<file path="src/design/fhfa_pkg.sv">
package fhfa_pkg;

	localparam logic OP_WRITE = 1'b0;
	localparam logic OP_ALLOC = 1'b1;

	localparam logic [1:0] POL_FIRST = 2'd0;
	localparam logic [1:0] POL_BEST  = 2'd1;
	localparam logic [1:0] POL_WORST = 2'd2;

	typedef enum logic [1:0] {
		STAT_ALLOC   = 2'd0,
		STAT_NOFIT   = 2'd1,
		STAT_WRITTEN = 2'd2
	} status_t;

	typedef enum logic [2:0] {
		S_IDLE,
		S_SCAN,
		S_FIN,
		S_BASE,
		S_UPD,
		S_RESP
	} state_t;

	typedef struct packed {
		logic size_rd;
		logic base_rd;
		logic size_we;
		logic base_we;
	} store_ctl_t;

endpackage

</file>
<file path="src/design/fhfa_hole_store.sv">
module fhfa_hole_store #(
	parameter int MAX_HOLES    = 16,
	parameter int ADDRESS_BITS = 16,
	parameter int IDX_W        = 4
) (
	input  logic                      clk,
	input  logic                      arst_n,
	input  fhfa_pkg::store_ctl_t      ctl,
	input  logic [IDX_W-1:0]          rd_addr,
	input  logic [IDX_W-1:0]          wr_addr,
	input  logic [ADDRESS_BITS-1:0]   wr_base,
	input  logic [ADDRESS_BITS-1:0]   wr_size,
	output logic [ADDRESS_BITS-1:0]   rd_base,
	output logic [ADDRESS_BITS-1:0]   rd_size
);
	import fhfa_pkg::*;

	logic [ADDRESS_BITS-1:0] base_mem [MAX_HOLES];
	logic [ADDRESS_BITS-1:0] size_mem [MAX_HOLES];
	logic [MAX_HOLES-1:0]    valid_q;
	logic [ADDRESS_BITS-1:0] base_q;
	logic [ADDRESS_BITS-1:0] size_q;
	logic                    size_vld_q;

	// Sizes read as zero until their entry has been written once.
	always_ff @(posedge clk or negedge arst_n) begin
		if (!arst_n) begin
			valid_q <= '0;
		end else if (ctl.size_we) begin
			valid_q[wr_addr] <= 1'b1;
		end
	end

	always_ff @(posedge clk) begin
		if (ctl.size_we) begin
			size_mem[wr_addr] <= wr_size;
		end
		if (ctl.size_rd) begin
			size_q     <= size_mem[rd_addr];
			size_vld_q <= valid_q[rd_addr];
		end
	end

	always_ff @(posedge clk) begin
		if (ctl.base_we) begin
			base_mem[wr_addr] <= wr_base;
		end
		if (ctl.base_rd) begin
			base_q <= base_mem[rd_addr];
		end
	end

	assign rd_base = base_q;
	assign rd_size = size_vld_q ? size_q : '0;

	a_no_rw_overlap: assert property (@(posedge clk) disable iff (!arst_n)
		!(ctl.size_we && (ctl.size_rd || ctl.base_rd)))
		else $error("hole store read and write in the same cycle");

	a_paired_write: assert property (@(posedge clk) disable iff (!arst_n)
		ctl.size_we == ctl.base_we)
		else $error("base and size writes not paired");

	a_single_read: assert property (@(posedge clk) disable iff (!arst_n)
		!(ctl.size_rd && ctl.base_rd))
		else $error("size and base read together");

endmodule

</file>
<file path="src/design/free_hole_fit_allocator_core.sv">
// Channel  Direction  Handshake            Payload
// s        in         s_tvalid/s_tready    tuser opcode; tdata entry, base, size, request
// m        out        m_tvalid/m_tready    tuser status; tdata base, limit, chosen hole
// cfg      in         cfg_valid/cfg_ready  cfg_data fit policy
//
// A hole write goes straight to the response state after its transfer; an allocation first
// scans the size memory one entry per cycle through its single read port, then reads the
// base and writes it back. A new transfer is taken only once the block is idle again.
// A waiting result does not block the next transfer in, but the next
// result holds the block until the output register is free.
// Reset clears the control state, the policy and every size entry at once.
module free_hole_fit_allocator_core #(
	parameter int MAX_HOLES    = 16,
	parameter int ADDRESS_BITS = 16
) (
	input  logic        clk,
	input  logic        arst_n,
	input  logic        s_tvalid,
	output logic        s_tready,
	input  logic [55:0] s_tdata,  // entry_index, hole_base, hole_size, request_size
	input  logic [0:0]  s_tuser,  // opcode
	output logic        m_tvalid,
	input  logic        m_tready,
	output logic [39:0] m_tdata,  // segment_base, segment_limit, chosen_hole
	output logic [1:0]  m_tuser,  // status
	input  logic        cfg_valid,
	output logic        cfg_ready,
	input  logic [1:0]  cfg_data
);
	import fhfa_pkg::*;

	localparam int IDX_W = $clog2(MAX_HOLES);
	localparam int AW    = ADDRESS_BITS;
	localparam int CMP_W = (AW > 16) ? AW : 16;
	localparam int SUM_W = CMP_W + 1;
	localparam logic [IDX_W-1:0] LAST_IDX = IDX_W'(MAX_HOLES - 1);

	state_t              state_q, state_d;
	store_ctl_t          ctl;
	logic [1:0]          policy_q;
	logic [IDX_W-1:0]    cnt_q;
	logic [15:0]         need_q;
	logic                rd_vld_s1;
	logic [IDX_W-1:0]    rd_idx_s1;
	logic                found_q;
	logic [IDX_W-1:0]    pick_q;
	logic [AW-1:0]       best_sz_q;
	status_t             res_status_q;
	logic [15:0]         res_base_q;
	logic [16:0]         res_limit_q;
	logic [3:0]          res_hole_q;
	logic                m_tvalid_q;
	logic [39:0]         m_tdata_q;
	logic [1:0]          m_tuser_q;

	logic [3:0]          in_entry;
	logic [15:0]         in_base;
	logic [15:0]         in_size;
	logic [15:0]         in_req;
	logic                s_xfer;
	logic                in_range;
	logic                out_free;
	logic [IDX_W-1:0]    rd_addr;
	logic [IDX_W-1:0]    wr_addr;
	logic [AW-1:0]       wr_base;
	logic [AW-1:0]       wr_size;
	logic [AW-1:0]       rd_base;
	logic [AW-1:0]       rd_size;
	logic                fits;
	logic                take;
	logic [SUM_W-1:0]    sum;

	assign in_entry = s_tdata[3:0];
	assign in_base  = s_tdata[19:4];
	assign in_size  = s_tdata[35:20];
	assign in_req   = s_tdata[51:36];
	assign s_xfer   = s_tvalid && s_tready;
	assign in_range = (32'(in_entry) < MAX_HOLES);
	assign out_free = !m_tvalid_q || m_tready;
	assign cfg_ready = 1'b1;

	fhfa_hole_store #(
		.MAX_HOLES    (MAX_HOLES),
		.ADDRESS_BITS (ADDRESS_BITS),
		.IDX_W        (IDX_W)
	) u_store (
		.clk     (clk),
		.arst_n  (arst_n),
		.ctl     (ctl),
		.rd_addr (rd_addr),
		.wr_addr (wr_addr),
		.wr_base (wr_base),
		.wr_size (wr_size),
		.rd_base (rd_base),
		.rd_size (rd_size)
	);

	assign fits = (rd_size != '0) && (CMP_W'(rd_size) >= CMP_W'(need_q));
	assign take = fits && (!found_q
		|| ((policy_q == POL_BEST) && (rd_size < best_sz_q))
		|| ((policy_q == POL_WORST) && (rd_size > best_sz_q)));
	assign sum = SUM_W'(rd_base) + SUM_W'(need_q);

	always_comb begin
		state_d = state_q;
		unique case (state_q)
			S_IDLE: begin
				if (s_tvalid) begin
					state_d = (s_tuser[0] == OP_ALLOC) ? S_SCAN : S_RESP;
				end
			end
			S_SCAN: begin
				if (cnt_q == LAST_IDX) begin
					state_d = S_FIN;
				end
			end
			S_FIN:  state_d = S_BASE;
			S_BASE: state_d = S_UPD;
			S_UPD:  state_d = S_RESP;
			S_RESP: begin
				if (out_free) begin
					state_d = S_IDLE;
				end
			end
			default: state_d = S_IDLE;
		endcase
	end

	always_comb begin
		s_tready    = 1'b0;
		ctl         = '0;
		rd_addr     = cnt_q;
		wr_addr     = pick_q;
		wr_base     = AW'(sum);
		wr_size     = best_sz_q - AW'(need_q);
		unique case (state_q)
			S_IDLE: begin
				s_tready    = 1'b1;
				wr_addr     = IDX_W'(in_entry);
				wr_base     = AW'(in_base);
				wr_size     = AW'(in_size);
				ctl.size_we = s_tvalid && (s_tuser[0] == OP_WRITE) && in_range;
				ctl.base_we = s_tvalid && (s_tuser[0] == OP_WRITE) && in_range;
			end
			S_SCAN: begin
				ctl.size_rd = 1'b1;
			end
			S_BASE: begin
				rd_addr     = pick_q;
				ctl.base_rd = found_q;
			end
			S_UPD: begin
				ctl.size_we = found_q;
				ctl.base_we = found_q;
			end
			default: begin
			end
		endcase
	end

	always_ff @(posedge clk or negedge arst_n) begin
		if (!arst_n) begin
			state_q    <= S_IDLE;
			policy_q   <= POL_FIRST;
			rd_vld_s1  <= 1'b0;
			found_q    <= 1'b0;
			cnt_q      <= '0;
			m_tvalid_q <= 1'b0;
		end else begin
			state_q   <= state_d;
			rd_vld_s1 <= (state_q == S_SCAN);
			if (cfg_valid && cfg_ready) begin
				policy_q <= cfg_data;
			end
			if (s_xfer) begin
				cnt_q   <= '0;
				found_q <= 1'b0;
			end else begin
				if (state_q == S_SCAN) begin
					cnt_q <= cnt_q + 1'b1;
				end
				if (rd_vld_s1 && take) begin
					found_q <= 1'b1;
				end
			end
			if (state_q == S_RESP && out_free) begin
				m_tvalid_q <= 1'b1;
			end else if (m_tready) begin
				m_tvalid_q <= 1'b0;
			end
		end
	end

	always_ff @(posedge clk) begin
		rd_idx_s1 <= cnt_q;
		if (s_xfer) begin
			need_q       <= in_req;
			res_status_q <= STAT_WRITTEN;
			res_base_q   <= '0;
			res_limit_q  <= '0;
			res_hole_q   <= '0;
		end
		if (rd_vld_s1 && take) begin
			pick_q    <= rd_idx_s1;
			best_sz_q <= rd_size;
		end
		if (state_q == S_UPD) begin
			if (found_q) begin
				res_status_q <= STAT_ALLOC;
				res_base_q   <= 16'(rd_base);
				res_limit_q  <= 17'(sum);
				res_hole_q   <= 4'(pick_q);
			end else begin
				res_status_q <= STAT_NOFIT;
			end
		end
		if (state_q == S_RESP && out_free) begin
			m_tdata_q <= {3'b000, res_hole_q, res_limit_q, res_base_q};
			m_tuser_q <= res_status_q;
		end
	end

	assign m_tvalid = m_tvalid_q;
	assign m_tdata  = m_tdata_q;
	assign m_tuser  = m_tuser_q;

	a_write_states: assert property (@(posedge clk) disable iff (!arst_n)
		ctl.size_we |-> (state_q == S_IDLE || state_q == S_UPD))
		else $error("hole store written outside idle or update");

	a_compare_window: assert property (@(posedge clk) disable iff (!arst_n)
		rd_vld_s1 |-> (state_q == S_SCAN || state_q == S_FIN))
		else $error("size compare outside the scan");

	a_found_nonempty: assert property (@(posedge clk) disable iff (!arst_n)
		(state_q == S_UPD && found_q) |-> (best_sz_q != '0))
		else $error("chosen hole is empty");

	a_idle_fields_zero: assert property (@(posedge clk) disable iff (!arst_n)
		(m_tvalid_q && m_tuser_q != STAT_ALLOC) |-> (m_tdata_q == '0))
		else $error("nonzero fields on a result without allocation");

endmodule
</file>
<file path="config.mk">
export PLATFORM = sky130hd
export DESIGN_NAME = free_hole_fit_allocator_core
export DESIGN_NICKNAME = d
export VERILOG_FILES = /design/src/design/fhfa_pkg.sv /design/src/design/fhfa_hole_store.sv /design/src/design/free_hole_fit_allocator_core.sv
export SDC_FILE = /design/constraint.sdc
export NUM_CORES = 1
export LEC_CHECK = 0
export BUFFER_PORTS_ARGS = -buffer_cell sky130_fd_sc_hd__buf_2
export CORE_MARGIN = 2
export CORE_UTILIZATION = 35
export CTS_CLUSTER_DIAMETER = 60
export DETAILED_ROUTE_END_ITERATION = 16
export REMOVE_ABC_BUFFERS = 1
export SYNTH_ARGS = -nofsm -noshare
export SYNTH_HDL_FRONTEND = slang
export SYNTH_HIERARCHICAL = 1
export SYNTH_SLANG_ARGS = --single-unit
</file>
<file path="constraint.sdc">
create_clock -name clk -period 4.5 [get_ports clk]
set_input_delay 0.45 -clock clk [delete_from_list [all_inputs] [get_ports clk]]
set_output_delay 0.45 -clock clk [all_outputs]
set_load 0.005 [all_outputs]
</file>
==> Word level (Yosys, flattened, before mapping) <==
Memory sizes are Yosys's and may differ from the RTL's. A register that Yosys moved wholly into a read port is not among the register bits.
Cells that the tools add are included.
{ "classes": {"n_reduce_logical": 21, "mux": 40, "n_addsub": 3, "eq_ne": 11, "n_lt_le_gt_ge": 6, "bitwise_logic": 2} }
{ "ops": {"columns": ["op", "n"], "rows": [
  ["$mux 16", 6],
  ["$mux 17", 3],
  ["$mux 4", 7],
  ["$pmux 3 s6", 1],
  ["$add 16x16->17", 1],
  ["$ge 16x16->1", 1],
  ["$gt 16x16->1", 1],
  ["$lt 16x16->1", 1],
  ["$or 16x16->16", 1],
  ["$reduce_bool 16->1", 1],
  ["$sub 16x16->16", 1],
  ["$mux 1", 14],
  ["$mux 3", 4],
  ["$lt 4x5->1 const B", 2],
  ["$logic_and 1x1->1", 9],
  ["$reduce_bool 2->1", 4],
  ["$eq 3x2->1 const B", 2],
  ["$eq 3x3->1 const B", 2],
  ["$ne 2x2->1 const B", 3],
  ["$add 4x1->4 const B", 1],
  ["$bmux 1 s4", 1],
  ["$demux 1 s4", 1],
  ["$eq 4x4->1 const B", 1],
  ["$ge 4x1->1 const B", 1],
  ["10 further kinds", 14]
]} }
{ "totals": {"mem_bits_rw": 512, "elab_cells": 103, "memories": 2, "register_bits": 147} }
{ "mem_list": {"columns": ["name", "words", "width", "rd", "rd_clocked_by_memory_dff", "wr", "line", "rtl"], "rows": [
  ["u_store.base_mem", 16, 16, 1, 1, 1, "fhfa_hole_store.sv:18", "logic [ADDRESS_BITS-1:0] base_mem [MAX_HOLES];"],
  ["u_store.size_mem", 16, 16, 1, 1, 1, "fhfa_hole_store.sv:19", "logic [ADDRESS_BITS-1:0] size_mem [MAX_HOLES];"]
]} }

==> Depth between registers and ports, before layout <==
{ "logic_depth": {"ltp_word": 9, "ltp_mapped": 11, "mapped_depth_nobuf": 9} }

==> By module <==
Netlist, hierarchy kept.
{ "by_module_without_submodules": {"columns": ["mod", "seq_area_each_um2", "cells_per_inst", "n_inst", "area_per_inst_um2"], "rows": [
  ["fhfa_hole_store", 16766.1, 921, 1, 21187.8],
  ["free_hole_fit_allocator_core", 3433.3, 646, 1, 6916.6]
]} }

==> Worst setup path after synthesis <==
OpenSTA, ideal clock, no wires.
{ "synth_timing": {"path_kind": "register to register", "from": "register u_store.size_vld_q", "to": "register best_sz_q[0] (enable)", "setup_time_ps": 407, "path_slack_ps": 1023, "stages_incl_launch_ff": 9, "period_less_slack_ps": 3477, "arrival_ps": 3070, "path_cell_list": "edfxtp_1 -> clkbuf_1 -> and2_1 -> ha_1 -> nand3_1 -> or4_1 -> o221ai_1 -> mux2i_1 -> a2bb2oi_1"} }
{ "synth_via": {"elab_chain_cells": 7} }
{ "synth_lines": {"columns": ["item", "line", "rtl"], "rows": [
  ["start, declared", "fhfa_hole_store.sv:23", "logic size_vld_q;"],
  ["start signal, assigned", "fhfa_hole_store.sv:40", "size_vld_q <= valid_q[rd_addr];"],
  ["$mux 16 *", "fhfa_hole_store.sv:54", "assign rd_size = size_vld_q ? size_q : '0;"],
  ["net rd_size[14]", "free_hole_fit_allocator_core.sv:68", "logic [AW-1:0] rd_size;"],
  ["$lt 16x16->1", "free_hole_fit_allocator_core.sv:100", "|| ((policy_q == POL_BEST) && (rd_size < best_sz_q))"],
  ["$logic_and 1x1->1", "free_hole_fit_allocator_core.sv:100", null],
  ["$logic_or 1x1->1", "free_hole_fit_allocator_core.sv:100", null],
  ["$logic_or 1x1->1", "free_hole_fit_allocator_core.sv:101", "|| ((policy_q == POL_WORST) && (rd_size > best_sz_q)));"],
  ["$logic_and 1x1->1 *", "free_hole_fit_allocator_core.sv:99", "assign take = fits && (!found_q"],
  ["$logic_and 1x1->1 *", "free_hole_fit_allocator_core.sv:203", "if (rd_vld_s1 && take) begin"],
  ["end signal, assigned", "free_hole_fit_allocator_core.sv:205", "best_sz_q <= rd_size;"],
  ["end, declared", "free_hole_fit_allocator_core.sv:47", "logic [AW-1:0] best_sz_q;"]
]} }
Mark *: on every way through the listed nets, which the timed path passes. The rest lies on a longest branch.
A chain may end at the register's enable or synchronous reset.

==> Worst setup path after layout <==
{ "layout_timing": {"from": "register state_q[2]", "to": "memory u_store.size_mem[2][12] (enable)"} }
{ "layout_via": {"elab_chain_cells": 4} }
{ "layout_lines": {"columns": ["item", "line", "rtl"], "rows": [
  ["start, declared", "free_hole_fit_allocator_core.sv:38", "state_t state_q, state_d;"],
  ["start signal, assigned", "free_hole_fit_allocator_core.sv:170", "state_q <= state_d;"],
  ["$eq 3x3->1 / $logic_not 3->1 (equally long branches)", "free_hole_fit_allocator_core.sv:136", "unique case (state_q)"],
  ["$pmux 2 s2", "free_hole_fit_allocator_core.sv:136", null],
  ["$mux 1", "fhfa_hole_store.sv:35", "if (ctl.size_we) begin"],
  ["$mux 1 (implied by the code)", "fhfa_hole_store.sv:36", "size_mem[wr_addr] <= wr_size;"],
  ["end, declared", "fhfa_hole_store.sv:19", null]
]} }
Several ways; a longest one is shown, not always the timed one.

==> results.toml <==
[routing]
vias = 15100
drc = 0
routed_via_density = 5.31
drt-wirelength-per-cell_um = 24.5
wl_um = 69700
antenna_left = 0
drt_iter0_markers = 1602
drtPass1Iterations = 5

[global_route]
antenna_found_initial = 2
grt_pass1_vias = 15100
grt_max_degree = 53
grt_pass1_wl_um = 101000
grt_use_met3_pct = 4.16
track_usage_pct = 17.0
grt_use_met2_pct = 26.7
grt_overflow = 0
busiest_layer = "met2"
met1_usage_pct = 23.3

[die]
dieArea_um2 = 82600
core_um2 = 79300
die_h_um = 287
rows = 103
initial_utilization_pct = 35.5
die_x_um = 287
top_level_ports = 109

[logic_synthesis]
seq_area_frac_synth_pct = 71.9
synthTopCellsByArea = "edfxtp_1, mux4_2, dfxtp_1"
synth_top_area_share_pct = 66.5
yosys-top-cells-count = "edfxtp_1, mux4_2, nand2_1, nor2_1, a22oi_1"
synth_cells = 1567
synthArstFlopShare_pct = 4.05
synth-edff-count = 622
ys_warn_count = 6
ys.flop_type = "edfxtp_1"
synth-seq-cells = 691
syn_area_um2 = 28100
syn_avg_cell_area_um2 = 17.9
yosysUniqueCellTypes = 69
synth_most_common_cell = "edfxtp_1"
yosys.area.top_type = "edfxtp_1"

[sta]
worst_pin_slew_ps = 1100
fmax_mhz = 287
post-route-min-period_ps = 3480
final_max_slew_viol_count = 0
period_share_pct = 77.4
tns_ps = 0
fin_skew_ps = 29.3
rsz0062_at_grt = "no"
layout_setup_ws_ps = 1020
setup_viol = 0
slew_headroom_pct = 26.7
hold_viol_final = 0

[finish]
final_area_um2 = 32600
layout.nets = 1870
drive_above_1_share_pct = 25.6
insertedDiodeCount = 0
area_delta_synth_final_pct = 15.9
post-route-util_pct = 41.1

[power]
p_leak_nw = 11.4
ir_worst_vdd_mv = 0.338
power.density_nw_per_um2 = 607

[worst_setup_path]
critPathMaxFanout = 19
worstPathArrival_ps = 3750
start_kind = "flip-flop"
worst-setup-path-type = "flip-flop to flip-flop"
reg2reg_from = "state_q[2]"
worst_setup_path_end_kind = "flip-flop"
critical_path_required_ps = 4770
rr_worst_depth = 8
crit_start = "state_q[2]"

[clock_network]
ctsResizeCount = 0
ctsLongestPathBuffers = 3
insertion_delay_ps = 630
h-tree-depth = 3
cts_sinks = 691
root_buffer = "clkbuf_16"
clkTransAtPathRegs_ps = 60
cts_buffers = 72
cts_tree = "done"

[worst_hold_path]
min-delay-start = "s_tdata[38]"
hold_class = "input pin to flip-flop"
hold_path_depth = 1

[place]
place_area_um2 = 30100
dpl.hpwl_um = 42000
pre_cts_slack_ps = 1050
port_buffers = 100
gp_congestion = 0.822

[run_status]
outcome = "finished, final reports clean"

[flow_run]
drv_cap = 0
cell type report:
type | count | area [µm²]
clock inverters | 44 | 412
well taps | 1050 | 1310
fillers | 6998 | 46700
multi-input cells | 763 | 7450
clock buffers | 87 | 1940
repair buffers | 169 | 1110
flip-flops and latches | 691 | 20200
inverters | 43 | 161
kinds of logic after synthesis:
family,synth area share (%)
multiplexers,11.5
XOR/XNOR,0.717
flip-flops,71.9
AO/OA/AOI/OAI,5.83
AND/OR/NAND/NOR,4.91
buffers and inverters,2.19
adder cells (fa/ha/maj),2.99
other,0.0267
per-layer routing:
layer,share of wire [%],wire length [µm],vias to the layer above
met5,0.15,102,-
met3,8.2,5740,86
met4,2.0,1360,6
li1,-,-,6617
met2,47,33000,562
met1,42,29600,7852
critical path, stage by stage, from the launching register on:
cell and delay [ps]:
dfrtp_1 480, or3_2 830, inv_2 150, nand2_1 170, o21ai_0 250, buf_4 200, or3b_2 540, nor2_2 140
buf_4 360
state kept, by name, indices dropped and copies added, names as in the netlist, 17 cells and up:
register          count
u_store/size_mem    256
res_limit_q          17
m_tdata              37
u_store/base_mem    256
repair_timing:
action,in CTS,in global routing
endpoints found under the hold margin,38,0
setup buffers,0,0
hold buffers,11,0
worst paths after layout:
check / end / slack, ps
worst max-delay path: u_store/size_mem[2][12] / 1020
worst min-delay path: need_q[2] / 20
worst max register to register: u_store/size_mem[2][12] / 1020
worst min register to register: pick_q[0] / 400
max in group asynchronous: u_store/valid_q[4] / 3650
min in group asynchronous: u_store/valid_q[15] / 410
power breakdown:
group / internal (mW) / switching (mW)
clock network: 3.41 / 2.49
logic: 2.14 / 3.16
registers: 8.31 / 0.263
through the flow:
stage                     hold WS [ps]  cells  power [mW]
after global placement             387   2705        13.9
after floorplan                    154   1497        12.3
after detailed placement           390   2705        14.0
after CTS                         1.23   2847        19.9
after global routing              16.6   2847        20.7
final                             24.5   2847        19.8
placed cells by master (no fill, tap or decap), drive strengths merged, types with 10 or more instances in the layout:
| cell type | Yosys | final |
|---|---|---|
| mux4 | 132 | 132 |
| a22o | 32 | 32 |
| mux2 | 13 | 13 |
| clkbuf | 27 | 87 |
| nand2 | 106 | 106 |
| nand4 | 11 | 11 |
| dfrtp | 28 | 28 |
| nand3 | 12 | 12 |
| o21ai | 20 | 20 |
| clkinv | 0 | 29 |
| dfxtp | 41 | 41 |
| buf | 45 | 158 |
| nor2 | 73 | 73 |
| xnor2 | 13 | 13 |
| nor3 | 14 | 14 |
| edfxtp | 622 | 622 |
| a21oi | 53 | 53 |
| xor2 | 10 | 10 |
| or2 | 17 | 17 |
| and2 | 18 | 18 |
| a22oi | 67 | 67 |
| inv | 43 | 51 |
| a21o | 17 | 17 |
| ha | 64 | 64 |
| dlygate4sd3 | 0 | 11 |
Power figures use the tool's default switching activity.
